[src/rtl/core/adrs_pkg.sv]
// ---------------------------------------------------------------------------
// adrs_pkg
// Shared constants and controller/datapath interface types for the
// alternating direction row sorter.
// ---------------------------------------------------------------------------
package adrs_pkg;

  // Default row store depth
  localparam int MAX_COLS_DEF = 16;

  // Element width, fixed by the data format
  localparam int ELEM_W = 32;
  localparam int ROW_W  = 16;

  // Commands from controller to datapath
  typedef struct packed {
    logic insert;      // place an accepted element in the sorted store
    logic emit_start;  // load the first result of the row
    logic emit_next;   // load the following result
    logic clear;       // empty the store after the last result
  } adrs_cmd_t;

  // Status from datapath to controller
  typedef struct packed {
    logic out_last;    // result register holds the row's final element
  } adrs_status_t;

endpackage

[src/rtl/core/adrs_datapath.sv]
// ---------------------------------------------------------------------------
// adrs_datapath
// Insertion chain holding the current row in ascending order, fill count,
// row direction and the result register with its read pointer.
// ---------------------------------------------------------------------------
module adrs_datapath #(
  parameter int MAX_COLS = adrs_pkg::MAX_COLS_DEF
) (
  input  logic                              clk,
  input  logic                              rst,
  input  adrs_pkg::adrs_cmd_t               cmd,
  output adrs_pkg::adrs_status_t            status,
  input  logic signed [adrs_pkg::ELEM_W-1:0] element_value,
  input  logic        [adrs_pkg::ROW_W-1:0]  row_number,
  output logic signed [adrs_pkg::ELEM_W-1:0] sorted_value,
  output logic                              row_done
);

  localparam int CNT_W = $clog2(MAX_COLS + 1);
  localparam int PTR_W = $clog2(MAX_COLS);

  logic signed [adrs_pkg::ELEM_W-1:0] cells      [MAX_COLS];
  logic signed [adrs_pkg::ELEM_W-1:0] cells_next [MAX_COLS];
  logic        [MAX_COLS-1:0]         gt;
  logic        [CNT_W-1:0]            fill_count;
  logic                               row_descending;
  logic        [PTR_W-1:0]            ptr;
  logic        [PTR_W-1:0]            first;
  logic        [CNT_W-1:0]            left;
  logic                               full;

  assign full = (fill_count == CNT_W'(MAX_COLS));

  // Per-cell compare: empty cells count as larger than anything
  always_comb begin
    for (int i = 0; i < MAX_COLS; i++) begin
      gt[i] = (CNT_W'(i) >= fill_count) || (cells[i] > element_value);
    end
  end

  // Shift-up insertion: cells above the insertion point move up one place
  always_comb begin
    cells_next[0] = gt[0] ? element_value : cells[0];
    for (int i = 1; i < MAX_COLS; i++) begin
      if (!gt[i]) begin
        cells_next[i] = cells[i];
      end else if (!gt[i-1]) begin
        cells_next[i] = element_value;
      end else begin
        cells_next[i] = cells[i-1];
      end
    end
  end

  // First read place: top of the store for descending rows
  assign first = row_descending ? PTR_W'(fill_count - CNT_W'(1)) : '0;

  // Row store, written only while it has room
  always_ff @(posedge clk) begin
    if (cmd.insert && !full) begin
      for (int i = 0; i < MAX_COLS; i++) begin
        cells[i] <= cells_next[i];
      end
    end
  end

  // Fill count and direction
  always_ff @(posedge clk) begin
    if (rst) begin
      fill_count     <= '0;
      row_descending <= 1'b0;
    end else begin
      if (cmd.insert) begin
        row_descending <= ~row_number[0];
        if (!full) begin
          fill_count <= fill_count + CNT_W'(1);
        end
      end
      if (cmd.clear) begin
        fill_count <= '0;
      end
    end
  end

  // Result register and read pointer
  always_ff @(posedge clk) begin
    if (cmd.emit_start) begin
      sorted_value <= cells[first];
      row_done     <= (fill_count == CNT_W'(1));
      left         <= fill_count - CNT_W'(1);
      ptr          <= row_descending ? (first - PTR_W'(1)) : (first + PTR_W'(1));
    end else if (cmd.emit_next) begin
      sorted_value <= cells[ptr];
      row_done     <= (left == CNT_W'(1));
      left         <= left - CNT_W'(1);
      ptr          <= row_descending ? (ptr - PTR_W'(1)) : (ptr + PTR_W'(1));
    end
  end

  assign status.out_last = row_done;

endmodule

[src/rtl/core/adrs_ctrl.sv]
// ---------------------------------------------------------------------------
// adrs_ctrl
// Sequencer: loads elements, prepares the first result on row end, then
// steps the datapath through the row one beat at a time.
// ---------------------------------------------------------------------------
module adrs_ctrl (
  input  logic                   clk,
  input  logic                   rst,
  input  logic                   item_valid,
  output logic                   item_ready,
  input  logic                   row_end,
  output logic                   result_valid,
  input  logic                   result_ready,
  output adrs_pkg::adrs_cmd_t    cmd,
  input  adrs_pkg::adrs_status_t status
);

  typedef enum logic [1:0] {
    ST_LOAD,
    ST_PREP,
    ST_EMIT
  } state_t;

  state_t state;
  logic   item_beat;
  logic   result_beat;

  assign item_beat   = item_valid && item_ready;
  assign result_beat = result_valid && result_ready;

  // Commands to the datapath
  assign cmd.insert     = item_beat;
  assign cmd.emit_start = (state == ST_PREP);
  assign cmd.emit_next  = result_beat && !status.out_last;
  assign cmd.clear      = result_beat && status.out_last;

  // State and registered handshake outputs
  always_ff @(posedge clk) begin
    if (rst) begin
      state        <= ST_LOAD;
      item_ready   <= 1'b1;
      result_valid <= 1'b0;
    end else begin
      unique case (state)
        ST_LOAD: begin
          if (item_beat && row_end) begin
            state      <= ST_PREP;
            item_ready <= 1'b0;
          end
        end
        ST_PREP: begin
          state        <= ST_EMIT;
          result_valid <= 1'b1;
        end
        ST_EMIT: begin
          if (result_beat && status.out_last) begin
            state        <= ST_LOAD;
            result_valid <= 1'b0;
            item_ready   <= 1'b1;
          end
        end
        default: begin
          state        <= ST_LOAD;
          item_ready   <= 1'b1;
          result_valid <= 1'b0;
        end
      endcase
    end
  end

endmodule

[src/rtl/core/alternating_direction_row_sorter_core.sv]
// ---------------------------------------------------------------------------
// alternating_direction_row_sorter_core
// Buffers one matrix row, sorts it and emits it in snake order.
// ---------------------------------------------------------------------------
// Elements of a row are accepted one beat per cycle; each is dropped into
// place by a parallel insertion chain, so the store is always in ascending
// order. Elements beyond MAX_COLS are dropped. After the beat carrying
// row_end, a prepare state loads the result register, after which the row
// comes out one beat per cycle while result_ready is high: ascending for an
// odd row_number on the row_end beat, descending for an even one, with
// row_done on the final beat. item_ready is low from the row_end beat until
// the final result beat is taken, so a row passes in through the insertion
// chain, then the prepare state, and out through the single result register
// before the next row is taken.
module alternating_direction_row_sorter_core #(
  parameter int MAX_COLS = adrs_pkg::MAX_COLS_DEF
) (
  input  logic                               clk,
  input  logic                               rst,
  input  logic                               item_valid,
  output logic                               item_ready,
  input  logic signed [adrs_pkg::ELEM_W-1:0] element_value,
  input  logic        [adrs_pkg::ROW_W-1:0]  row_number,
  input  logic                               row_end,
  output logic                               result_valid,
  input  logic                               result_ready,
  output logic signed [adrs_pkg::ELEM_W-1:0] sorted_value,
  output logic                               row_done
);

  adrs_pkg::adrs_cmd_t    cmd;
  adrs_pkg::adrs_status_t status;

  // Sequencer
  adrs_ctrl u_ctrl (
    .clk          (clk),
    .rst          (rst),
    .item_valid   (item_valid),
    .item_ready   (item_ready),
    .row_end      (row_end),
    .result_valid (result_valid),
    .result_ready (result_ready),
    .cmd          (cmd),
    .status       (status)
  );

  // Store, sort and result register
  adrs_datapath #(
    .MAX_COLS (MAX_COLS)
  ) u_datapath (
    .clk           (clk),
    .rst           (rst),
    .cmd           (cmd),
    .status        (status),
    .element_value (element_value),
    .row_number    (row_number),
    .sorted_value  (sorted_value),
    .row_done      (row_done)
  );

endmodule

[config.mk]
export PLATFORM = sky130hd
export DESIGN_NAME = alternating_direction_row_sorter_core
export DESIGN_NICKNAME = d
export VERILOG_FILES = /design/src/rtl/core/adrs_pkg.sv /design/src/rtl/core/adrs_datapath.sv /design/src/rtl/core/adrs_ctrl.sv /design/src/rtl/core/alternating_direction_row_sorter_core.sv
export SDC_FILE = /design/constraint.sdc
export NUM_CORES = 2
export LEC_CHECK = 0
export ABC_CLOCK_PERIOD_IN_PS = 7600
export BUFFER_PORTS_ARGS = -buffer_cell sky130_fd_sc_hd__buf_2
export CAP_MARGIN = 30
export CORE_MARGIN = 8
export CORE_UTILIZATION = 27
export DETAILED_ROUTE_END_ITERATION = 16
export PLACE_DENSITY = 0.52
export RECOVER_POWER = 100
export SLEW_MARGIN = 20
export SYNTH_ARGS = -nofsm -noshare
export SYNTH_HDL_FRONTEND = slang
export SYNTH_HIERARCHICAL = 1
export SYNTH_SLANG_ARGS = --single-unit
[constraint.sdc]
create_clock -name clk -period 7.6 [get_ports clk]
set_input_delay 1.52 -clock clk [delete_from_list [all_inputs] [get_ports clk]]
set_output_delay 1.52 -clock clk [all_outputs]
set_load 0.01 [all_outputs]
=== After elaboration in Yosys (flattened, before gate mapping) ===
Memory sizes are Yosys's and may differ from the RTL's. A register that Yosys moved wholly into a read port is not among the register bits.
Cells that the tools add are included.

* Register bits after elaboration: 52
* Bits in writable memories: 512
* Output and inout bits: 35
* Logic and storage cells: 144
* Memories: 1

{| class="wikitable"
|+ Memory list
! memory !! depth !! width !! rd ports !! clocked after Yosys merged registers in !! write ports !! RTL line !! RTL
|-
| u_datapath.cells || 16 || 32 || 18 || 1 || 16 || adrs_datapath.sv:22 || <nowiki>logic signed [adrs_pkg::ELEM_W-1:0] cells [MAX_COLS];</nowiki>
|}

* Add/subtract/negate cells: 7
* $lt $le $gt $ge: 32
* Eq/ne operators: 7
* Multiplexer cells: 53
* Bitwise gates (word level): 4
* Reductions and logical operators: 31

{| class="wikitable"
|+ Operators with widths
! cell !! number
|-
| $mux 32 || 33
|-
| $gt 32x32->1 || 16
|-
| $ge 4x5->1 const A || 8
|-
| $mux 4 || 6
|-
| $ge 3x5->1 const A || 4
|-
| $logic_or 1x1->1 || 16
|-
| $eq 5x1->1 const B || 2
|-
| $ge 1x5->1 const A || 2
|-
| $ge 2x5->1 const A || 2
|-
| $mux 5 || 2
|-
| $sub 5x1->5 const B || 2
|-
| $add 4x1->4 const B || 2
|-
| $sub 4x1->4 const B || 2
|-
| $mux 1 || 7
|-
| $logic_and 1x1->1 || 6
|-
| $pmux 1 s3 || 2
|-
| $pmux 2 s3 || 1
|-
| $reduce_and 2->1 || 3
|-
| $add 5x1->5 const B || 1
|-
| $eq 5x5->1 const B || 1
|-
| $mux 2 || 2
|-
| $not 1->1 || 4
|-
| $reduce_and 3->1 || 1
|-
| $eq 2x1->1 const B || 1
|-
| other kinds (7) || 8
|}

=== Logic depth before layout (Yosys ltp) ===
* Depth in word-level cells: 6
* Mapped depth: 16
* Depth with buffers taken out: 10

=== By module ===
The synthesis kept the hierarchy.

{| class="wikitable"
|+ Modules (own cells, without submodules)
! module !! times used !! cells each !! area an instance (µm²)
|-
| adrs_datapath || 1 || 3,606 || 43,031.3
|-
| adrs_ctrl || 1 || 20 || 185.2
|}

=== Worst setup path after synthesis ===
Ideal clock, no wire load.

* Kind: input to register
* Start: in element_value[31] (netlist name)
* End: mem u_datapath/cells[15][0] (netlist name) (enable)
* Setup time: 461 ps
* Arrival: 5,484 ps
* Data required time: 7,139 ps
* Path slack: 1,655 ps
* Stages: 10
* Cell sequence: clkbuf_1 > inv_1 > ha_1 > nand4_1 > nor2_1 > nand2_1 > or3_1 > nor3_1 > a2111oi_0 > nor3_1

{| class="wikitable"
|+ RTL lines
! what !! RTL line !! RTL
|-
| start, declared || alternating_direction_row_sorter_core.sv:22 || <nowiki>input logic signed [adrs_pkg::ELEM_W-1:0] element_value,</nowiki>
|-
| end, declared || adrs_datapath.sv:22 ||
|}

==> summary.txt <==
Job
  • # Max-Cap Violations: 18

Clocking
  • Clock slew at reported path FFs: 0.06 ns
  • Post-CTS sizing: 0
  • Number of post-CTS setup repair buffers: 0
  • H-tree depth: 3
  • CTS Buf Count: 71
  • Clock sink count: 568
  • Clk_lat worst skew: 0.67 ns
  • Post-CTS Hold Buffers: 0
  • Root Buffer: clkbuf_16
  • CTS tree: yes
  • Buffer depth of the longest clock path: 3

STA
  • Share of the clock period used by the worst path: 88.6%
  • Final TNS setup: 0 ns
  • Worst-Margin Slew: 3.69 ns
  • WHS: 0.475 ns
  • Slew margin rel.: -146%
  • Period minus WS final: 6.74 ns
  • Worst Skew: 0.0274 ns
  • Slew Limit Fails: 457
  • Setup Viol. Count Final: 0
  • Achievable frequency: 148 MHz
  • RSZ-0062 raised after global routing: no
  • Final Hold Vio Count: 0
  • Setup ws final: 0.864 ns

Synthesis
  • Post-synthesis sequential area ratio: 39.1%
  • Asr flop ratio synth: 0%
  • Ys flop type: edfxtp_1
  • Synth top area cells: edfxtp_1 38%, ha_1 15%, mux2_2 11%
  • Yosys reg bits: 568
  • Area leader, netlist: edfxtp_1
  • Post-Synthesis Cells: 3626
  • Syn Nets: 4201
  • Post-synthesis cell type count: 75
  • Synth top area share: 38.5%
  • Ys Warns: 6
  • Top-count cell post-synth: edfxtp_1
  • Mapped cell area: 0.0432 mm^2
  • Post-synth EDFFs: 554
  • Syn Area/Cell: 11.9 um^2
  • Most instantiated cells after synthesis: 554 x edfxtp_1, 521 x ha_1, 439 x mux2_2, 327 x nand2_1, 187 x a21oi_1

Place
  • Pre-CTS WS: 1.38 ns
  • Hpwl dp: 120000 um
  • Placed Area: 0.0463 mm^2
  • Gpl congestion: 0.955
  • Port Buffers: 72
  • Placed insts: 5631

Critical path
  • Critical Path Start: element_value[31]
  • Critical Path Fanout Max: 28
  • Req. time, crit path: 8.00 ns
  • RR Startpoint: u_datapath/fill_count[0]
  • Worst endpoint data arrival time: 7.14 ns
  • Endpoint type of the worst setup path: flop
  • Critical R2R Capture: u_datapath/sorted_value[31]
  • Critical setup path kind: in2reg
  • CP startpoint kind: input pin
  • Reg2Reg Depth: 11
  • FF-to-FF setup slack: 1.11 ns

Detailed routing
  • Wire length per cell: 30.2 um
  • Detail Route Antenna Nets: 0
  • Initial DRC count: 3962
  • Via/cell ratio: 5.90
  • Post-Route WL: 174000 um
  • Number of remaining DRC errors: 0
  • 1st-pass router iterations: 6
  • Routed vias: 34.0k

Global routing
  • Vias in the first global route: 32.6k
  • Total track usage: 19.3%
  • First-pass GRT wire length: 246000 um
  • Grt ovf: 0
  • Largest net degree at the start of global routing: 131
  • Initial antenna violation count: 12

Finish
  • Layout area overhead: 11.7%
  • Final #Nets: 4194
  • Layout cell share with drive strength beyond 1: 21.2%
  • Final Non-Filler Cells: 5761
  • # fillers: 16.1k
  • Final instance area: 0.0483 mm^2
  • Final Util: 30.2%

Floorplan
  • Die Height: 416 um
  • Site row count: 147
  • Die area: 0.173 mm^2
  • Initial Util: 27.0%
  • Die Wd: 416 um
  • Ports: 88
  • Core region area: 0.160 mm^2

Min path
  • Hold Startpoint: u_datapath/ptr[2]
  • Hold path depth: 2
  • HP Class: reg2reg

Power
  • Overall power: 10.3 mW
  • Peak supply drop: 0.000174 V
  • Pleak: 18.0 nW
  • Pwr Density: 213 mW/mm^2

Run status
  • Status: complete, but fails checks
  • Failing checks: capacitance limit, slew limit
==> cells by family (layout without fill, tap and decap cells) <==
| group | Yosys count | in the layout | share of synthesized area [%] |
|---|---|---|---|
| and+or+nand+nor | 794 | 794 | 8.87 |
| AOI/OAI and AO/OA | 750 | 750 | 11.8 |
| muxes | 683 | 683 | 21.9 |
| DFF | 568 | 568 | 39.1 |
| adders and majority gates | 522 | 522 | 15.1 |
| buffers and inverters | 297 | 340 | 2.83 |
| xor gates and xnor gates | 12 | 12 | 0.243 |
| other | 0 | 6 | 0 |
==> cells in the final DEF, fill, tap and decap left out, types with 25 or more instances in the layout <==
cell       count
inv_1         62
a21o_1       125
o22ai_1       34
clkbuf_16     73
and3_1        35
nor2b_1       25
nor2_1        69
edfxtp_1     554
a21oi_1      184
ha_1         521
mux4_2       160
nand3_1      119
clkbuf_1     105
nand2_1      325
o221ai_1     100
a311oi_1      64
nand4_1      115
buf_4         36
mux2_1       102
mux2_2       415
o21ai_0      127
==> worst max path at each step <==
stage	to	slack (ns)
detailed placement	u_datapath/cells[4][2]	1.38
floorplan	u_datapath/cells[15][0]	1.66
finish	u_datapath/cells[4][1]	0.86
global placement	u_datapath/cells[12][11]	1.17
global route	u_datapath/cells[10][0]	1.01
CTS	u_datapath/cells[4][2]	2.08
==> where the power goes <==
part           total, mW  leakage [nW]  internal [mW]  switching [mW]
Sequential          4.20          5.44           3.83           0.372
Combinational       2.58          11.4           1.05            1.54
Clock               3.50          1.10           2.06            1.44
==> cell type report <==
type                    instances  area [um^2]  share of cell area [%]
inverters                      63          239                   0.495
repair buffers                154          995                    2.06
clock inverters                29          367                   0.759
diodes                          6         15.0                  0.0311
flip-flops and latches        568        16900                    35.1
multi-input cells            2761        25200                    52.2
well taps                    2086         2610                    5.41
clock buffers                  94         1910                    3.95
==> critical path, cell delays in order <==
cell,delay [ns]
clkbuf_1,0.61
inv_1,0.66
ha_1,0.57
o21ai_0,0.23
nor2_1,0.15
nand2_1,0.19
nor3_1,0.94
o21ai_0,0.23
a21oi_1,0.87
buf_4,0.66
mux2_2,0.41
==> registers in the layout, indices dropped and copies added (netlist names), named ones only <==
register	cells
u_datapath/left	5
u_ctrl/item_ready	1
u_ctrl/state	2
u_datapath/cells	512
u_datapath/ptr	4
u_datapath/sorted_value	32
u_datapath/row_descending	1
u_ctrl/result_valid	1
u_datapath/fill_count	5
u_datapath/row_done	1
==> routing by layer <==
layer  up-vias  global-route usage (%)  routed length [um]
li1      14600                       -                   -
met1     17400                    27.1               75600
met2      1721                    29.1               75100
met3       308                    3.54               15800
met4         8                    7.93                7680
met5         -                       0                  57
Note: power is estimated with default switching activity, not from simulation.
